**config.mk**
```make
export PLATFORM = sky130hd
export DESIGN_NAME = cdod_cordic
export DESIGN_NICKNAME = d
export VERILOG_FILES = /design/src/rtl/core/cdod_pkg.sv /design/src/rtl/core/cdod_cordic.sv
export SDC_FILE = /design/constraint.sdc
export NUM_CORES = 1
export LEC_CHECK = 0
export BUFFER_PORTS_ARGS = -buffer_cell sky130_fd_sc_hd__clkbuf_2
export CAP_MARGIN = 20
export CORE_ASPECT_RATIO = 1.4
export CORE_MARGIN = 3
export CORE_UTILIZATION = 51
export DETAILED_ROUTE_END_ITERATION = 10
export HOLD_SLACK_MARGIN = 0.06
export PLACE_DENSITY_LB_ADDON = 0.25
export SYNTH_ARGS = -nofsm -noshare
export SYNTH_HDL_FRONTEND = slang
export SYNTH_SLANG_ARGS = --single-unit
```
**constraint.sdc**
```tcl
create_clock -name clk -period 10.1 [get_ports clk]
set_input_delay 1.01 -clock clk [delete_from_list [all_inputs] [get_ports clk]]
set_output_delay 1.01 -clock clk [all_outputs]
set_load 0.01 [all_outputs]
```
**src/rtl/core/cdod_pkg.sv**
```systemverilog
package cdod_pkg;

	localparam int MAX_BINS     = 512;
	localparam int BIN_W        = $clog2(MAX_BINS);
	localparam int CORDIC_STEPS = 16;
	localparam int STEP_W       = $clog2(CORDIC_STEPS);
	localparam int CW           = 36;
	localparam int ZW           = 34;
	localparam int NB_W         = 10;
	localparam int SQRT_STEPS   = 32;
	localparam int SQ_CNT_W     = $clog2(SQRT_STEPS);

	localparam logic signed [ZW-1:0] PI_ANGLE      = 34'sd2147483648;
	localparam logic signed [ZW-1:0] HALF_PI_ANGLE = 34'sd1073741824;
	localparam logic signed [CW-1:0] CORDIC_GAIN   = 36'sd652032874;
	localparam logic [33:0]          ONSET_MAX     = 34'h3_FFFF_FFFF;
	localparam logic [43:0]          SUM_MAX       = 44'hFFF_FFFF_FFFF;

	typedef struct packed {
		logic [8:0]         bin_index;
		logic signed [15:0] bin_re;
		logic signed [15:0] bin_im;
	} cdod_in_t;

	typedef struct packed {
		logic [33:0] bin_onset;
		logic [43:0] frame_sum;
		logic        frame_done;
	} cdod_out_t;

	typedef struct packed {
		logic [31:0] mag_sq;
		logic [15:0] phase;
		logic [15:0] pphase;
	} hist_t;

	typedef enum logic {
		CORDIC_VECTOR,
		CORDIC_ROTATE
	} cordic_mode_t;

	typedef struct packed {
		logic         start;
		cordic_mode_t mode;
	} cordic_ctl_t;

	typedef enum logic [3:0] {
		ST_IDLE,
		ST_MAG_RE,
		ST_MAG_IM,
		ST_VEC_GO,
		ST_VEC_WAIT,
		ST_SQRT_GO,
		ST_SQRT_WAIT,
		ST_ROT_GO,
		ST_ROT_WAIT,
		ST_FINISH,
		ST_OOR
	} state_t;

	// atan(2^-i), pi = 2^31
	function automatic logic signed [ZW-1:0] atan_angle(input logic [4:0] i);
		logic signed [ZW-1:0] a;
		case (i)
			5'd0:  a = 34'sh20000000;
			5'd1:  a = 34'sh12E4051E;
			5'd2:  a = 34'sh09FB385B;
			5'd3:  a = 34'sh051111D4;
			5'd4:  a = 34'sh028B0D43;
			5'd5:  a = 34'sh0145D7E1;
			5'd6:  a = 34'sh00A2F61E;
			5'd7:  a = 34'sh00517C55;
			5'd8:  a = 34'sh0028BE53;
			5'd9:  a = 34'sh00145F2F;
			5'd10: a = 34'sh000A2F98;
			5'd11: a = 34'sh000517CC;
			5'd12: a = 34'sh00028BE6;
			5'd13: a = 34'sh000145F3;
			5'd14: a = 34'sh0000A2F9;
			5'd15: a = 34'sh0000517C;
			5'd16: a = 34'sh000028BE;
			5'd17: a = 34'sh0000145F;
			5'd18: a = 34'sh00000A2F;
			5'd19: a = 34'sh00000517;
			5'd20: a = 34'sh0000028B;
			5'd21: a = 34'sh00000145;
			5'd22: a = 34'sh000000A2;
			5'd23: a = 34'sh00000051;
			default: a = '0;
		endcase
		return a;
	endfunction

endpackage

```
**src/rtl/core/cdod_cordic.sv**
```systemverilog
module cdod_cordic (
	input  logic                                   clk,
	input  logic                                   arst_n,
	input  cdod_pkg::cordic_ctl_t                  ctl,
	input  logic signed [cdod_pkg::CW-1:0]         x_init,
	input  logic signed [cdod_pkg::CW-1:0]         y_init,
	input  logic signed [cdod_pkg::ZW-1:0]         z_init,
	output logic                                   done,
	output logic signed [cdod_pkg::CW-1:0]         x_out,
	output logic signed [cdod_pkg::ZW-1:0]         z_out
);
	import cdod_pkg::*;

	logic                 busy_q;
	logic                 done_q;
	logic [STEP_W-1:0]    step_q;
	cordic_mode_t         mode_q;
	logic signed [CW-1:0] x_q;
	logic signed [CW-1:0] y_q;
	logic signed [ZW-1:0] z_q;
	logic signed [CW-1:0] xs;
	logic signed [CW-1:0] ys;
	logic signed [ZW-1:0] ang;
	logic                 ccw;

	assign xs  = x_q >>> step_q;
	assign ys  = y_q >>> step_q;
	assign ang = atan_angle(5'(step_q));
	// Vectoring drives y toward zero, rotation drives z toward zero.
	assign ccw = (mode_q == CORDIC_VECTOR) ? y_q[CW-1] : !z_q[ZW-1];

	always_ff @(posedge clk or negedge arst_n) begin
		if (!arst_n) begin
			busy_q <= 1'b0;
			done_q <= 1'b0;
			step_q <= '0;
		end else begin
			done_q <= 1'b0;
			if (ctl.start) begin
				busy_q <= 1'b1;
				step_q <= '0;
			end else if (busy_q) begin
				step_q <= step_q + 1'b1;
				if (step_q == STEP_W'(CORDIC_STEPS - 1)) begin
					busy_q <= 1'b0;
					done_q <= 1'b1;
				end
			end
		end
	end

	always_ff @(posedge clk) begin
		if (ctl.start) begin
			x_q    <= x_init;
			y_q    <= y_init;
			z_q    <= z_init;
			mode_q <= ctl.mode;
		end else if (busy_q) begin
			if (ccw) begin
				x_q <= x_q - ys;
				y_q <= y_q + xs;
				z_q <= z_q - ang;
			end else begin
				x_q <= x_q + ys;
				y_q <= y_q - xs;
				z_q <= z_q + ang;
			end
		end
	end

	assign done  = done_q;
	assign x_out = x_q;
	assign z_out = z_q;

endmodule

```
==> run summary <==
The cell area that synthesis handed to floorplanning was about 16000 um2. In the routed design, unresolved DRC markers number 0. The sink count of the clock tree came out at 113.

The endpoint identified for the worst register-to-register timing path is x_out[35]. The setup fix buffers added after clock tree synthesis is 0. Based on the critical path, the design can be clocked at up to 0.132 GHz.

The critical path in this run is classified as reg -> reg. The slack of the worst reg-to-reg path is approximately 2500 ps. The final antenna diode count is 0. The number of detailed-route iterations in the first pass is 6. The detailed placer's ending HPWL is roughly 42 mm. The launch instance of the worst register-to-register path is step_q[0]. The clock slew at the register clock pins of the worst setup and hold paths is ~60 ps.

STA puts the critical path data required time at 10270 ps. The worst slew margin relative to its limit came out at ~37%. The number of buffers added on ports came out at 180.

The synthesis-to-finish area growth came out at 9.97%. The netlist uses 95 different library cells. The post-layout minimum cycle time is between 7000 and 8000 ps. The TritonCTS clock tree is done. The number of antenna violations at the first check in global routing came out at 0. For this run, the post-layout net count is around 2300. During synthesis, Yosys emitted a total of 0 warnings.

The dominant register cell in the synthesized netlist is edfxtp_1. The fraction of registers with async set or reset after synthesis came out at roughly 5.3%. The overall routed net length is between 50 and 60 mm. The count of instances resized after the clock tree is built is 0. The routed wire length per instance is 22.4 um. No sink is reached through more buffers than the 2 on the longest clock path.

The flow ran to the end, and the final reports show no timing, DRC or antenna violations. The count of placed standard cells including taps came out at ~2400. CTS placed an instance of clkbuf_16 at the clock tree root. The area of the die came out at roughly 34000 um2. The number of routed nets with antenna violations came out at 0. The worst min-delay path category is in -> async. The clock latency on the worst-skew pair came out at 450 ps.

Summing the sequential cell areas from Yosys gives a little over a fifth of the chip area. After routing, the total negative slack on setup checks comes to 0 ps. The placement row count is 76. For the final database, setup skew stands at around 11 ps.

The register bit count reported by yosys came out at between 100 and 150. The width of the chip is about 160 um. From bottom edge to top edge, the die measures between 200 and 250 um. The quantity of hold-fixing buffers added after cts came out at 0. The I/O pin count came out at 181. Global routing consumed, over all layers together, 31.4% of the routing resources.

The largest fanout on the critical path came out at 53. Setup repair after global routing left no endpoint under its margin. The total area inside the core boundary comes to ~31000 um2. The data arrival time at the worst-slack endpoint came out at roughly 7800 ps. Of the available clock period, the critical path in the final layout requires 75.3%. The pin count of the biggest net entering global routing came out at 96.

After detailed routing, the number of vias per cell comes to 6.44. The mean cell area of the mapped netlist came out at between 8 and 9 um2. At the end of routability-driven placement, the weighted congestion stood at about 1. The number of failing setup endpoints in the final timing report is 0.

The number of enable flip-flop cells after synthesis came out at approximately 110. STA classifies the critical path startpoint as a flop. The synthesized netlist cell count is 1911. The depth of the worst register-to-register path came out at 22.

Counting every net in the synthesized netlist gives between 2000 and 2500. The total number of vias is roughly 16000. Cells with a size suffix above 1 make up between 10% and 20% of the layout. The transition time at the pin with the least slew margin is around 940 ps. The filler-free cell count of the finished design came out at between 2000 and 2500. The total congestion overflow after global routing came out at 0.

The number of levels in the clock H-tree is 4. The number of max-slew violations in the final report is 0. The number of fill cells is 2877. The first routing iteration left ~1300 violations. The number of clock buffers added by TritonCTS is 17. The worst setup path is captured at a flop.

The global-route wire length before repair is between 80 and 90 mm. The number of max-cap violations is 0. The via count of the first global-routing pass is roughly 15000.

The initial standard-cell utilization of the core is 52.1%. The count of endpoints failing hold in the final timing report came out at 0.
Yosys cell counts, drive strengths merged (13+ instances only):
cell      n  area [um2]
a21oi   156         781
o21a     35         263
a211oi   26         195
nand2   232         871
xor2     72         631
mux4     66        1490
nand3    30         155
o31ai    22         165
or2      13        81.3
a21o     49         368
a31oi    23         144
nor2    125         472
clkbuf   56         210
o21ai   188         941
nor3     50         262
buf      46         283
xnor2    95         832
nand2b   30         195
edfxtp  107        3210
nor2b    21         131
ha      115        1440
mux2i    51         527
inv      55         206
o211ai   18         140
mux2     46         518
logic make-up after synthesis:
kind of cell	Yosys count	share of synthesized area [%]
flops	113	20.8
mux	163	15.7
simple gates	580	17.0
buf+inv	158	4.35
xor+xnor	167	9.06
fa+ha+maj	118	9.28
compound gates	612	23.8
sequential cells by signal (all words and copies together), names as in the netlist:
signal and count:
z_out 34, busy_q 1, x_out 36, mode_q 1
y_q 36, done 1, step_q 4
routing by layer:
| metal | routed length, um | GRT usage [%] | share of wire, % | vias up |
|---|---|---|---|---|
| li1 | - | - | - | 7391 |
| met1 | 20800 | 36.5 | 38 | 7400 |
| met2 | 26400 | 53.5 | 49 | 646 |
| met3 | 2870 | 4.16 | 5.3 | 174 |
| met4 | 4130 | 20.9 | 7.6 | 0 |
| met5 | 0 | 0 | 0 | - |
layout by cell type, fill, tap and decap left out, types with 17 or more instances in the layout:
cell,n
clkbuf_16,17
o211ai_1,17
a211oi_1,26
edfxtp_1,107
o21a_1,35
inv_1,51
xnor2_1,95
a21o_1,49
nor2_1,123
o31ai_1,22
ha_1,115
o21ai_0,181
a31oi_1,23
mux2_2,35
xor2_1,72
a21oi_1,156
nor3_1,49
mux2i_1,49
nand3_1,29
mux4_2,66
nand2_1,232
clkbuf_2,179
nor2b_1,21
nand2b_1,29
critical path: stages (launching register included):
cell	delay, ps
dfrtp_4	970
buf_4	620
mux4_2	620
a222oi_1	640
ha_1	300
a21boi_1	310
nand3_1	200
or2_1	360
nor3b_1	350
and2_1	210
a41oi_1	120
xor2_1	190
ha_1	380
nand4_1	100
or3_1	410
a2111oi_0	410
a41oi_1	110
o22ai_1	250
o31a_1	200
o21ai_0	110
a21oi_1	170
xor2_1	180
o21ai_1	70
metrics by stage:
step / hold WS, ps / util, % / cell area, um2 / setup WS (ps)
floorplan: 669 / - / 16200 / 4160
global placement: 690 / 55.4 / 17200 / 2940
detailed placement: 694 / 55.4 / 17200 / 2700
CTS: 361 / 57.3 / 17800 / 2610
global route: 381 / 57.3 / 17800 / 1990
finish: 378 / 57.3 / 17800 / 2500
how the worst max path moves through the flow:
stage	cells after the start	slack [ps]	from	end
floorplan	25	4160	step_q[0]	x_out[35]
global placement	21	2940	step_q[0]	x_out[35]
detailed placement	22	2700	step_q[0]	x_out[35]
CTS	22	2610	step_q[0]	x_out[35]
global route	22	1990	step_q[0]	x_out[35]
finish	22	2500	step_q[0]	x_out[35]
layout make-up:
class / count / area (um2) / share of cell area (%)
Clock buffer: 17 / 425 / 2.40
Tap cell: 390 / 488 / 2.75
Clock inverter: 15 / 160 / 0.902
Timing Repair Buffer: 194 / 1010 / 5.70
Inverter: 56 / 210 / 1.18
Multi-Input combinational cell: 1640 / 12100 / 68.1
Sequential cell: 113 / 3380 / 19.0
Power is left out: the tool's default activity adds up to more than one toggle a clock period on the data nets, which glitch-free logic cannot reach.
