File: src/rtl/core/cdod_pkg.sv
package cdod_pkg;

	localparam int MAX_BINS     = 512;
	localparam int BIN_W        = $clog2(MAX_BINS);
	localparam int CORDIC_STEPS = 16;
	localparam int STEP_W       = $clog2(CORDIC_STEPS);
	localparam int CW           = 36;
	localparam int ZW           = 34;
	localparam int NB_W         = 10;
	localparam int SQRT_STEPS   = 32;
	localparam int SQ_CNT_W     = $clog2(SQRT_STEPS);

	localparam logic signed [ZW-1:0] PI_ANGLE      = 34'sd2147483648;
	localparam logic signed [ZW-1:0] HALF_PI_ANGLE = 34'sd1073741824;
	localparam logic signed [CW-1:0] CORDIC_GAIN   = 36'sd652032874;
	localparam logic [33:0]          ONSET_MAX     = 34'h3_FFFF_FFFF;
	localparam logic [43:0]          SUM_MAX       = 44'hFFF_FFFF_FFFF;

	typedef struct packed {
		logic [8:0]         bin_index;
		logic signed [15:0] bin_re;
		logic signed [15:0] bin_im;
	} cdod_in_t;

	typedef struct packed {
		logic [33:0] bin_onset;
		logic [43:0] frame_sum;
		logic        frame_done;
	} cdod_out_t;

	typedef struct packed {
		logic [31:0] mag_sq;
		logic [15:0] phase;
		logic [15:0] pphase;
	} hist_t;

	typedef enum logic {
		CORDIC_VECTOR,
		CORDIC_ROTATE
	} cordic_mode_t;

	typedef struct packed {
		logic         start;
		cordic_mode_t mode;
	} cordic_ctl_t;

	typedef enum logic [3:0] {
		ST_IDLE,
		ST_MAG_RE,
		ST_MAG_IM,
		ST_VEC_GO,
		ST_VEC_WAIT,
		ST_SQRT_GO,
		ST_SQRT_WAIT,
		ST_ROT_GO,
		ST_ROT_WAIT,
		ST_FINISH,
		ST_OOR
	} state_t;

	// atan(2^-i), pi = 2^31
	function automatic logic signed [ZW-1:0] atan_angle(input logic [4:0] i);
		logic signed [ZW-1:0] a;
		case (i)
			5'd0:  a = 34'sh20000000;
			5'd1:  a = 34'sh12E4051E;
			5'd2:  a = 34'sh09FB385B;
			5'd3:  a = 34'sh051111D4;
			5'd4:  a = 34'sh028B0D43;
			5'd5:  a = 34'sh0145D7E1;
			5'd6:  a = 34'sh00A2F61E;
			5'd7:  a = 34'sh00517C55;
			5'd8:  a = 34'sh0028BE53;
			5'd9:  a = 34'sh00145F2F;
			5'd10: a = 34'sh000A2F98;
			5'd11: a = 34'sh000517CC;
			5'd12: a = 34'sh00028BE6;
			5'd13: a = 34'sh000145F3;
			5'd14: a = 34'sh0000A2F9;
			5'd15: a = 34'sh0000517C;
			5'd16: a = 34'sh000028BE;
			5'd17: a = 34'sh0000145F;
			5'd18: a = 34'sh00000A2F;
			5'd19: a = 34'sh00000517;
			5'd20: a = 34'sh0000028B;
			5'd21: a = 34'sh00000145;
			5'd22: a = 34'sh000000A2;
			5'd23: a = 34'sh00000051;
			default: a = '0;
		endcase
		return a;
	endfunction

endpackage

File: src/rtl/core/cdod_isqrt.sv
module cdod_isqrt (
	input  logic        clk,
	input  logic        arst_n,
	input  logic        start,
	input  logic [63:0] num,
	output logic        done,
	output logic [31:0] root
);
	import cdod_pkg::*;

	logic                busy_q;
	logic                done_q;
	logic [SQ_CNT_W-1:0] cnt_q;
	logic [63:0]         num_q;
	logic [63:0]         res_q;
	logic [63:0]         bit_q;
	logic [63:0]         trial;

	assign trial = res_q + bit_q;

	always_ff @(posedge clk or negedge arst_n) begin
		if (!arst_n) begin
			busy_q <= 1'b0;
			done_q <= 1'b0;
			cnt_q  <= '0;
		end else begin
			done_q <= 1'b0;
			if (start) begin
				busy_q <= 1'b1;
				cnt_q  <= '0;
			end else if (busy_q) begin
				cnt_q <= cnt_q + 1'b1;
				if (cnt_q == SQ_CNT_W'(SQRT_STEPS - 1)) begin
					busy_q <= 1'b0;
					done_q <= 1'b1;
				end
			end
		end
	end

	// One result bit per cycle, starting from the top digit pair.
	always_ff @(posedge clk) begin
		if (start) begin
			num_q <= num;
			res_q <= '0;
			bit_q <= 64'h4000_0000_0000_0000;
		end else if (busy_q) begin
			if (num_q >= trial) begin
				num_q <= num_q - trial;
				res_q <= (res_q >> 1) + bit_q;
			end else begin
				res_q <= res_q >> 1;
			end
			bit_q <= bit_q >> 2;
		end
	end

	assign done = done_q;
	assign root = res_q[31:0];

endmodule

File: config.mk
export PLATFORM = sky130hd
export DESIGN_NAME = cdod_isqrt
export DESIGN_NICKNAME = d
export VERILOG_FILES = /design/src/rtl/core/cdod_pkg.sv /design/src/rtl/core/cdod_isqrt.sv
export SDC_FILE = /design/constraint.sdc
export NUM_CORES = 1
export LEC_CHECK = 0
export ABC_AREA = 0
export BUFFER_PORTS_ARGS = -buffer_cell sky130_fd_sc_hd__buf_2
export CAP_MARGIN = 20
export CORE_AREA = 5 5 208 210
export DETAILED_ROUTE_END_ITERATION = 8
export DIE_AREA = 0 0 213 215
export GPL_ROUTABILITY_DRIVEN = 0
export PLACE_DENSITY_LB_ADDON = 0.05
export SLEW_MARGIN = 0
export SYNTH_ARGS = -nofsm -noshare
export SYNTH_HDL_FRONTEND = slang
export SYNTH_SLANG_ARGS = --single-unit
File: constraint.sdc
create_clock -name clk -period 27.3 [get_ports clk]
set_input_delay 2.73 -clock clk [delete_from_list [all_inputs] [get_ports clk]]
set_output_delay 2.73 -clock clk [all_outputs]
set_load 0.05 [all_outputs]
==> out/metrics.csv, run 1 <==
stage,metric,value,unit
routing,drc,0,
timing,tns,0,ps
synthesis,synth.largest_area_cell,dfxtp_1,
synthesis,synthFlopType,dfxtp_1,
synthesis,yosysTopAreaCellShare,11.9,%
power_and_ir_drop,p_int,905,uW
placed_design,dp_hpwl,41700,um
synthesis,syn-num-nets,2272,
routing,routed-wl-met3,2970,um
die,die-area,45800,um2
cts,cts_resized,0,
placed_design,io_buffers,99,
synthesis,ys_types,90,
cts,cts_max_level,4,
grt,grt_start_max_net_pins,152,
die,initial_core_util,39.1,%
timing,rsz0062_at_grt,no,
synthesis,yosysWarnings,0,
finish,drive_gt1_share,8.99,%
outcome,outcome,finished clean,
power_and_ir_drop,p_leak,0.00684,uW
timing,finalClockSkew,12.9,ps
cts,root_buffer,clkbuf_16,
die,fp.coreArea,41400,um2
timing,period_share,28.5,%
cts,cts-hold-fix-buffers,0,
synthesis,synth-edff-count,64,
cts,cts.sinks,167,
power_and_ir_drop,combPwrFrac,62.3,%
timing,hold_viol,0,
synthesis,syn_avg_cell_area,7.81,um2
grt,grt_pass1_vias,14600,
finish,syn2layout_area_growth,7.02,%
routing,vias,15500,
power_and_ir_drop,totalPowerFinal,1820,uW
routing,first_iter_violations,1264,
cts,cts_setup_buffers,0,
cts,clk_latency,500,ps
cts,numCtsBuffers,17,
routing,met1_length,26600,um
synthesis,synthArstFlopShare,4.19,%
routing,drtPass1Iterations,7,
grt,grt-ovfl-total,0,
routing,dr.max_layer_used,met4,
setup_path,worstPathMaxFanout,38,
cts,clkTransAtPathRegs,80,ps
job,cap_violations,0,
die,row_count,75,
routing,wl_per_cell,21.0,um
routing,route.met2.wl,23500,um
die,top_level_ports,100,
timing,worst_pin_slew,1030,ps
power_and_ir_drop,clkPwrFrac,14.2,%
setup_path,critPathRequiredTime,27430,ps
timing,min_period,7770,ps
power_and_ir_drop,switching_share,50.2,%
grt,grt_pass1_wl,84300,um
finish,insertedDiodeCount,0,
synthesis,seq_area_frac_synth,24.8,%
setup_path,worst-endpoint-arrival,7910,ps
synthesis,synth_cells,2072,
die,die_y,215,um
setup_path,worstSetupPathType,register to register,
setup_path,cp-end-kind,register,
routing,ant_nets,0,
synthesis,synth.ff_latch_count,167,
timing,finalSetupViolations,0,
power_and_ir_drop,switchingPower,911,uW
cts,clock_path_buffers,2,
timing,slew_viol_final,0,
timing,relSlewSlack,31.2,%
finish,postLayoutCoreUtil,41.8,%
power_and_ir_drop,vdd_drop_max,0.0000519,V
worst_hold_path,min_path_type,register to register,
timing,clock.fmax,129,MHz
grt,antenna_found_initial,0,
routing,drt_wl_total,54600,um
synthesis,syn_area,16200,um2
finish,fillers,4248,
grt,grt.total_usage,23.4,%
setup_path,start_kind,register,
cts,cts_tree,done,
power_and_ir_drop,pwr-share-seq,23.5,%
die,die_w,213,um
routing,vias_per_cell,5.97,
synthesis,synth_area_leaders,"dfxtp_1, edfxtp_1, ha_1, o21ai_0, nand2_1",
finish,fin_nets,2244,
power_and_ir_drop,cellPowerDensity,105,nW/um2
==> registers in the layout (all words and copies together) (netlist names) <==
name    cells
num_q      64
res_q      64
bit_q      32
cnt_q       5
busy_q      1
done        1
==> final timing paths <==
path                                             from                    end  slack [ps]  depth (start not counted)
worst max register to register  res_q[2]$_SDFFE_PP0P_    num_q[61]$_DFFE_PP_       19530                         20
max in group asynchronous                      arst_n       busy_q$_DFF_PN0_       25070                          1
worst min register to register  res_q[0]$_SDFFE_PP0P_  res_q[0]$_SDFFE_PP0P_         520                          2
worst min-delay path            res_q[0]$_SDFFE_PP0P_  res_q[0]$_SDFFE_PP0P_         520                          2
min in group asynchronous                      arst_n   cnt_q[2]$_DFFE_PN0P_        2060                          1
worst max-delay path            res_q[2]$_SDFFE_PP0P_    num_q[61]$_DFFE_PP_       19530                         20
==> synthesized netlist by cell type (7+ instances only) <==
| cell | n |
|---|---|
| a311oi_1 | 19 |
| edfxtp_1 | 64 |
| nand2b_1 | 7 |
| o31a_1 | 7 |
| a211oi_1 | 43 |
| buf_2 | 9 |
| a21o_1 | 49 |
| a41oi_1 | 8 |
| nand2_1 | 229 |
| ha_1 | 132 |
| nand3_1 | 53 |
| a21oi_1 | 123 |
| xnor2_1 | 72 |
| and3_1 | 19 |
| or3_1 | 17 |
| nor2b_1 | 11 |
| o21a_1 | 15 |
| nand4_1 | 52 |
| o211ai_1 | 12 |
| mux2i_1 | 51 |
| clkbuf_1 | 99 |
| dfrtp_1 | 7 |
| xor2_1 | 69 |
| o31ai_1 | 24 |
| nor3_1 | 37 |
| dfxtp_1 | 96 |
| mux2_2 | 7 |
| and2_1 | 15 |
| a31o_2 | 15 |
| a31oi_1 | 59 |
| o21ai_0 | 197 |
| buf_4 | 36 |
| nor4_1 | 12 |
| nor2_1 | 177 |
| inv_1 | 54 |
| a221oi_1 | 17 |
| a21boi_0 | 9 |
| o21bai_1 | 28 |
==> placed cells by master, fill, tap and decap left out, drive strengths merged, types with 52 or more instances in the layout <==
cell type	instances
nand2	230
o21ai	203
nor2	178
ha	132
a21oi	124
buf	107
dfxtp	96
xnor2	72
xor2	69
edfxtp	64
a31oi	60
inv	57
nand3	53
nand4	52
==> power groups by stage <==
stage	Clock (uW)	Sequential, uW	Combinational, uW
floorplan	0	399	856
global placement	0	434	1110
detailed placement	0	432	1110
CTS	266	427	1110
global route	272	434	1240
finish	257	427	1130
==> worst max-delay path, stage by stage, from the launching register on <==
cell and delay (ps):
dfxtp_1 420, ha_1 310, a31oi_1 380, a2111oi_0 250
o21ai_0 560, nand3_1 240, a41oi_1 600, nor3_1 210
o41ai_1 480, o21ai_0 190, xnor2_1 160, ha_1 440
nand4_1 210, nand3b_1 250, nand3b_1 260, a221oi_4 210
buf_4 380, nor2_4 150, buf_12 200, o21ai_4 800
buf_4 570
==> final cells by class <==
cell class,instances,area [um2],share of cell area (%)
multi-input combinational,1696,11200,64.8
clock inverter,9,85.1,0.491
inverter,55,206,1.19
sequential,167,4020,23.2
tap,539,674,3.90
timing repair buffer,107,587,3.39
clock buffer,23,510,2.95
==> routing by layer <==
metal / global-route usage [%] / vias up
met5: 0 / -
met4: 7.55 / 0
met3: 4.64 / 73
met2: 34.5 / 449
met1: 34.2 / 7327
li1: - / 7659
==> metrics by stage <==
stage | instances | hold slack, ps | instance area, um2 | setup slack, ps
6_report | 2596 | 519 | 17300 | 19530
5_1_grt | 2596 | 553 | 17300 | 19040
4_1_cts | 2596 | 517 | 17300 | 19580
3_5_place_dp | 2564 | 507 | 16700 | 19630
3_3_place_gp | 2563 | 493 | 16700 | 19710
2_1_floorplan | 2072 | 478 | 16200 | 17660
==> kinds of logic (layout without fill, tap and decap cells) <==
kind of cell | Yosys count | in the layout | synth area share [%]
AOI/OAI and AO/OA | 698 | 698 | 28.4
and+or+nand+nor | 666 | 666 | 19.2
buffers and inverters | 209 | 194 | 5.92
DFF | 167 | 167 | 24.8
xor gates and xnor gates | 141 | 141 | 7.63
adders and majority gates | 133 | 133 | 10.3
muxes | 58 | 58 | 3.64
Power figures use the tool's default switching activity.
==> inputs of run 2 (changes only) <==
- clock period: 27.3 -> 7.16 ns (I/O delays scaled with it)
==> run 2 against run 1 <==
Net effect: sequential power increased to 3.7 times the previous value; setup slack worse by 19000 ps; flip-flop and latch count is the same; total power rose to 3.8 times the previous value; utilization up 0.32 points; routed wire length grew 0.95%; via count increased by 1.4%; highest routed layer unchanged.
==> out/metrics.csv, run 2 (synthesized netlist as in run 1, its figures left out) <==
stage,metric,value,unit,change
die,row_count,75,,unchanged
timing,clock.fmax,150,MHz,was 129 MHz
routing,first_iter_violations,1333,,was 1264
die,die_y,215,um,unchanged
grt,grt-ovfl-total,0,,unchanged
setup_path,worstPathMaxFanout,28,,was 38
worst_hold_path,min_path_type,primary input to async pin,,was register to register
routing,vias,15700,,was 15500
setup_path,worst-endpoint-arrival,7090,ps,was 7910 ps
setup_path,worstSetupPathType,register to register,,unchanged
timing,min_period,6680,ps,was 7770 ps
cts,cts_tree,done,,unchanged
finish,fin_nets,2261,,was 2244
power_and_ir_drop,totalPowerFinal,6950,uW,was 1820 uW
die,initial_core_util,39.1,%,unchanged
timing,finalClockSkew,15.7,ps,was 12.9 ps
grt,grt_use_met2,36.7,%,was 34.5%
cts,cts.sinks,167,,unchanged
grt,use_met1,34.7,%,was 34.2%
cts,clk_latency,510,ps,was 500 ps
die,fp.coreArea,41400,um2,unchanged
routing,ant_nets,0,,unchanged
cts,cts-hold-fix-buffers,0,,unchanged
cts,root_buffer,clkbuf_16,,unchanged
finish,insertedDiodeCount,0,,unchanged
cts,cts_resized,0,,unchanged
timing,hold_viol,0,,unchanged
timing,tns,0,ps,unchanged
grt,met3_usage,3.81,%,was 4.64%
routing,vias_per_cell,6.02,,was 5.97
finish,postLayoutCoreUtil,42.2,%,was 41.8%
timing,period_share,93.2,%,was 28.5%
cts,cts_setup_buffers,0,,unchanged
power_and_ir_drop,cellPowerDensity,398,nW/um2,was 105 nW/um2
routing,drc,0,,unchanged
power_and_ir_drop,vdd_drop_max,0.000186,V,was 0.0000519 V
setup_path,cp-end-kind,register,,unchanged
placed_design,io_buffers,99,,unchanged
cts,clock_path_buffers,2,,unchanged
finish,syn2layout_area_growth,7.85,%,was 7.02%
power_and_ir_drop,p_leak,0.00694,uW,was 0.00684 uW
grt,grt_pass1_wl,86200,um,was 84300 um
finish,layout_common_cells,"nand2_1, o21ai_0, nor2_1, ha_1, a21oi_1",,unchanged
grt,grt_start_max_net_pins,95,,was 152
grt,top_usage_layer,met2,,unchanged
grt,grt.total_usage,23.8,%,was 23.4%
setup_path,start_kind,register,,unchanged
die,top_level_ports,100,,unchanged
timing,finalSetupViolations,0,,unchanged
cts,numCtsBuffers,17,,unchanged
timing,rsz0062_at_grt,no,,unchanged
routing,wl_per_cell,21.1,um,was 21.0 um
finish,drive_gt1_share,9.84,%,was 8.99%
die,die-area,45800,um2,unchanged
cts,clkTransAtPathRegs,80,ps,about the same
grt,grt_pass1_vias,15000,,was 14600
placed_design,dp_hpwl,41600,um,was 41700 um
timing,worst_pin_slew,1010,ps,was 1030 ps
finish,reg_top3,"num_q (64), res_q (64), bit_q (32)",,unchanged
outcome,outcome,finished clean,,unchanged
routing,drtPass1Iterations,6,,was 7
timing,relSlewSlack,31.5,%,was 31.2%
setup_path,critPathRequiredTime,7580,ps,was 27430 ps
cts,cts_max_level,4,,unchanged
routing,drt_wl_total,55100,um,was 54600 um
grt,antenna_found_initial,0,,unchanged
finish,layout_commonest_cell,nand2_1,,unchanged
die,die_w,213,um,unchanged
job,cap_violations,0,,unchanged
timing,slew_viol_final,0,,unchanged
-- run 2: cell types whose count changed in the layout (fill, tap and decap cells not counted) --
cell	delta
buf_12	-1
buf_4	+18
bufinv_16	+1
clkbuf_1	-2
clkbuf_8	-2
clkinv_2	+1
clkinv_4	+1
clkinvlp_4	-1
inv_6	+2
-- run 2: where the power goes --
part	internal (uW)	switching [uW]	leakage [uW]
registers	1360	226	0.00154
logic	1560	2780	0.00510
clock network	556	469	0.000301
total	3480	3470	0.00694
-- run 2: critical path, cell delays in order, from the launching register on --
cell	delay, ps
dfxtp_1	430
ha_1	310
a31oi_1	370
a2111oi_0	200
o21ai_0	620
nand3_1	260
a41oi_1	630
nor3_1	220
o41ai_1	500
o21ai_0	190
xnor2_1	170
ha_1	470
nand4_1	230
nand3b_1	270
nand3b_1	270
a221oi_4	360
buf_4	430
o21ai_0	220
xnor2_1	180
a211oi_1	220
-- run 2: per-stage QoR --
step | hold WS, ps | worst slack, ps | std cells | area (um2)
after detailed placement | 501 | 648 | 2581 | 16800
after global placement | 502 | 615 | 2581 | 16800
after floorplan | 420 | 487 | 2072 | 16200
after CTS | 3.79 | 616 | 2613 | 17400
final | 35.5 | 485 | 2613 | 17400
after global routing | 23.0 | 32.7 | 2613 | 17400
-- run 2: layout make-up --
class                           instances  area, um2
Sequential cell                       167       4020
Clock inverter                         13        139
Timing Repair Buffer                  124        702
Inverter                               55        206
Tap cell                              539        674
Clock buffer                           19        475
Fill cell                            4309      23900
Multi-Input combinational cell       1696      11200
-- run 2: per-layer routing --
metal,vias up,wire [um]
met3,53,2610
li1,7694,-
met4,0,924
met2,443,24800
met1,7533,26800
met5,-,0
-- run 2: path summary, 6_finish.rpt --
kind / slack (ps) / cells after the start / start / to
max in group asynchronous: 6950 / 1 / arst_n / busy_q$_DFF_PN0_
max reg2reg: 480 / 19 / res_q[2]$_SDFFE_PP0P_ / res_q[9]$_SDFFE_PP0P_
min: 40 / 1 / arst_n / cnt_q[1]$_DFFE_PN0P_
min in group clk: 480 / 3 / num[62] / num_q[62]$_DFFE_PP_
max: 480 / 19 / res_q[2]$_SDFFE_PP0P_ / res_q[9]$_SDFFE_PP0P_
min reg2reg: 510 / 2 / res_q[0]$_SDFFE_PP0P_ / res_q[0]$_SDFFE_PP0P_
==> inputs of run 3 (changes only) <==
- PLACE_DENSITY: default -> 0.53
- PLACE_DENSITY_LB_ADDON: 0.05 -> default
==> run 3 against run 2 <==
Net effect: cell count shrank 0.19%; hold slack gained 8.5 ps; setup slack gained 180 ps; utilization shrank 0.082 points; routed wire length shrank 4.7%; clock power is essentially flat; sequential power is essentially flat; sequential share of layout area is essentially flat; critical endpoint is now res_q[42]$_SDFFE_PP0P_; largest cell class unchanged.
==> out/metrics.csv, run 3 (synthesized netlist as in run 1, its figures left out) <==
stage,metric,value,unit,change
setup_path,worstSetupPathType,register to register,,unchanged
die,fp.coreArea,41400,um2,unchanged
finish,syn2layout_area_growth,7.64,%,was 7.85%
timing,rsz0062_at_grt,no,,unchanged
timing,period_share,90.7,%,was 93.2%
timing,worst_pin_slew,896,ps,was 1010 ps
die,top_level_ports,100,,unchanged
outcome,outcome,finished clean,,unchanged
finish,insertedDiodeCount,0,,unchanged
power_and_ir_drop,p_leak,0.00693,uW,was 0.00694 uW
timing,relSlewSlack,40.3,%,was 31.5%
timing,finalSetupViolations,0,,unchanged
job,cap_violations,0,,unchanged
finish,fin_nets,2256,,was 2261
routing,vias,15700,,about the same
die,row_count,75,,unchanged
grt,grt_start_max_net_pins,95,,unchanged
routing,vias_per_cell,6.01,,was 6.02
cts,cts_tree,done,,unchanged
placed_design,dp_hpwl,39300,um,was 41600 um
setup_path,critPathRequiredTime,7560,ps,was 7580 ps
timing,hold_viol,0,,unchanged
timing,finalClockSkew,16.4,ps,was 15.7 ps
cts,clkTransAtPathRegs,70,ps,was 80 ps
finish,drive_gt1_share,9.57,%,was 9.84%
power_and_ir_drop,totalPowerFinal,6840,uW,was 6950 uW
finish,layout_common_cells,"nand2_1, o21ai_0, nor2_1, ha_1, a21oi_1",,unchanged
finish,fillers,4252,,was 4309
die,die_w,213,um,unchanged
routing,first_iter_violations,1334,,was 1333
grt,grt_pass1_vias,14900,,was 15000
grt,grt-ovfl-total,0,,unchanged
grt,grt_pass1_wl,82900,um,was 86200 um
timing,tns,0,ps,unchanged
setup_path,worst-endpoint-arrival,6900,ps,was 7090 ps
power_and_ir_drop,vdd_drop_max,0.000322,V,was 0.000186 V
routing,drc,0,,unchanged
cts,clk_latency,490,ps,was 510 ps
timing,worst_slack,665,ps,was 485 ps
setup_path,cp-end-kind,register,,unchanged
setup_path,worstPathMaxFanout,34,,was 28
cts,cts.sinks,167,,unchanged
finish,reg_top3,"num_q (64), res_q (64), bit_q (32)",,unchanged
timing,clock.fmax,154,MHz,was 150 MHz
finish,postLayoutCoreUtil,42.1,%,was 42.2%
placed_design,io_buffers,99,,unchanged
timing,hold_ws,44.0,ps,was 35.5 ps
cts,cts-hold-fix-buffers,0,,unchanged
routing,ant_nets,0,,unchanged
placed_design,dp_slack,694,ps,was 648 ps
power_and_ir_drop,cellPowerDensity,393,nW/um2,was 398 nW/um2
grt,antenna_found_initial,0,,unchanged
grt,grt.total_usage,22.5,%,was 23.8%
routing,drt_wl_total,52500,um,was 55100 um
die,die_y,215,um,unchanged
cts,root_buffer,clkbuf_16,,unchanged
finish,layout_commonest_cell,nand2_1,,unchanged
die,initial_core_util,39.1,%,unchanged
cts,clock_path_buffers,2,,unchanged
die,die-area,45800,um2,unchanged
routing,drtPass1Iterations,5,,was 6
routing,wl_per_cell,20.1,um,was 21.1 um
timing,min_period,6500,ps,was 6680 ps
timing,slew_viol_final,0,,unchanged
cts,numCtsBuffers,17,,unchanged
cts,cts_max_level,4,,unchanged
worst_hold_path,min_path_type,primary input to async pin,,unchanged
setup_path,start_kind,register,,unchanged
run 3: cell count changes in the layout (fill, tap and decap cells not counted), sizes merged:
cell / before / now
inv: 59 / 58
clkinv: 5 / 7
clkinvlp: 2 / 0
buf: 124 / 119
clkbuf: 19 / 20
run 3: area by class of cell:
cell class                      instances  area, um2  area share (%)
Multi-Input combinational cell       1696      11200            64.4
Sequential cell                       167       4020            23.1
Tap cell                              539        674            3.87
Timing Repair Buffer                  119        664            3.82
Clock buffer                           20        500            2.87
Inverter                               55        206            1.19
Clock inverter                         12        133           0.762
run 3: worst paths after layout:
kind                                  startpoint                     end  slack, ps  cells after the start
hold / removal                            arst_n    cnt_q[1]$_DFFE_PN0P_         40                      1
hold reg to reg            res_q[0]$_SDFFE_PP0P_   res_q[0]$_SDFFE_PP0P_        510                      2
max in group asynchronous                 arst_n        busy_q$_DFF_PN0_       6940                      1
setup / recovery           res_q[2]$_SDFFE_PP0P_  res_q[42]$_SDFFE_PP0P_        660                     20
min in group clk                         num[24]     num_q[24]$_DFFE_PP_        500                      3
setup reg to reg           res_q[2]$_SDFFE_PP0P_  res_q[42]$_SDFFE_PP0P_        660                     20
run 3: critical path, stage by stage, from the launching register on:
cell and delay (ps):
dfxtp_1 360, ha_1 360, a31oi_1 180, a2111oi_1 710, o21ai_0 370, nand3_1 230
a41oi_1 290, nor3_1 490, nor3_1 150, o31ai_1 300, xnor2_1 190, ha_1 350
a21o_1 200, o21bai_1 170, a21oi_1 220, nor2_1 60, o21ai_0 310, and3_1 570
nand2_8 320, and4_1 300, o32ai_1 240
run 3: power breakdown:
part | internal [uW] | switching [uW]
clock network | 578 | 454
registers | 1360 | 227
logic | 1540 | 2680
run 3: per-stage QoR:
step,instance area (um2),std cells
5_1_grt,17400,2608
3_5_place_dp,16800,2576
4_1_cts,17400,2608
2_1_floorplan,16200,2072
3_3_place_gp,16800,2576
6_report,17400,2608
run 3: metal layers:
layer  global-route usage, %  wire (um)
met4                    6.59       1270
met1                    32.2      25000
met5                       0          0
met2                    35.0      23600
met3                    3.59       2670
run 3: what timing repair did:
| action | CTS | global route |
|---|---|---|
| endpoints found under the setup margin | 0 | 2 |
| hold endpoints to repair | 0 | 0 |
| setup buffers | 0 | 0 |
| resized for setup | 0 | 1 |
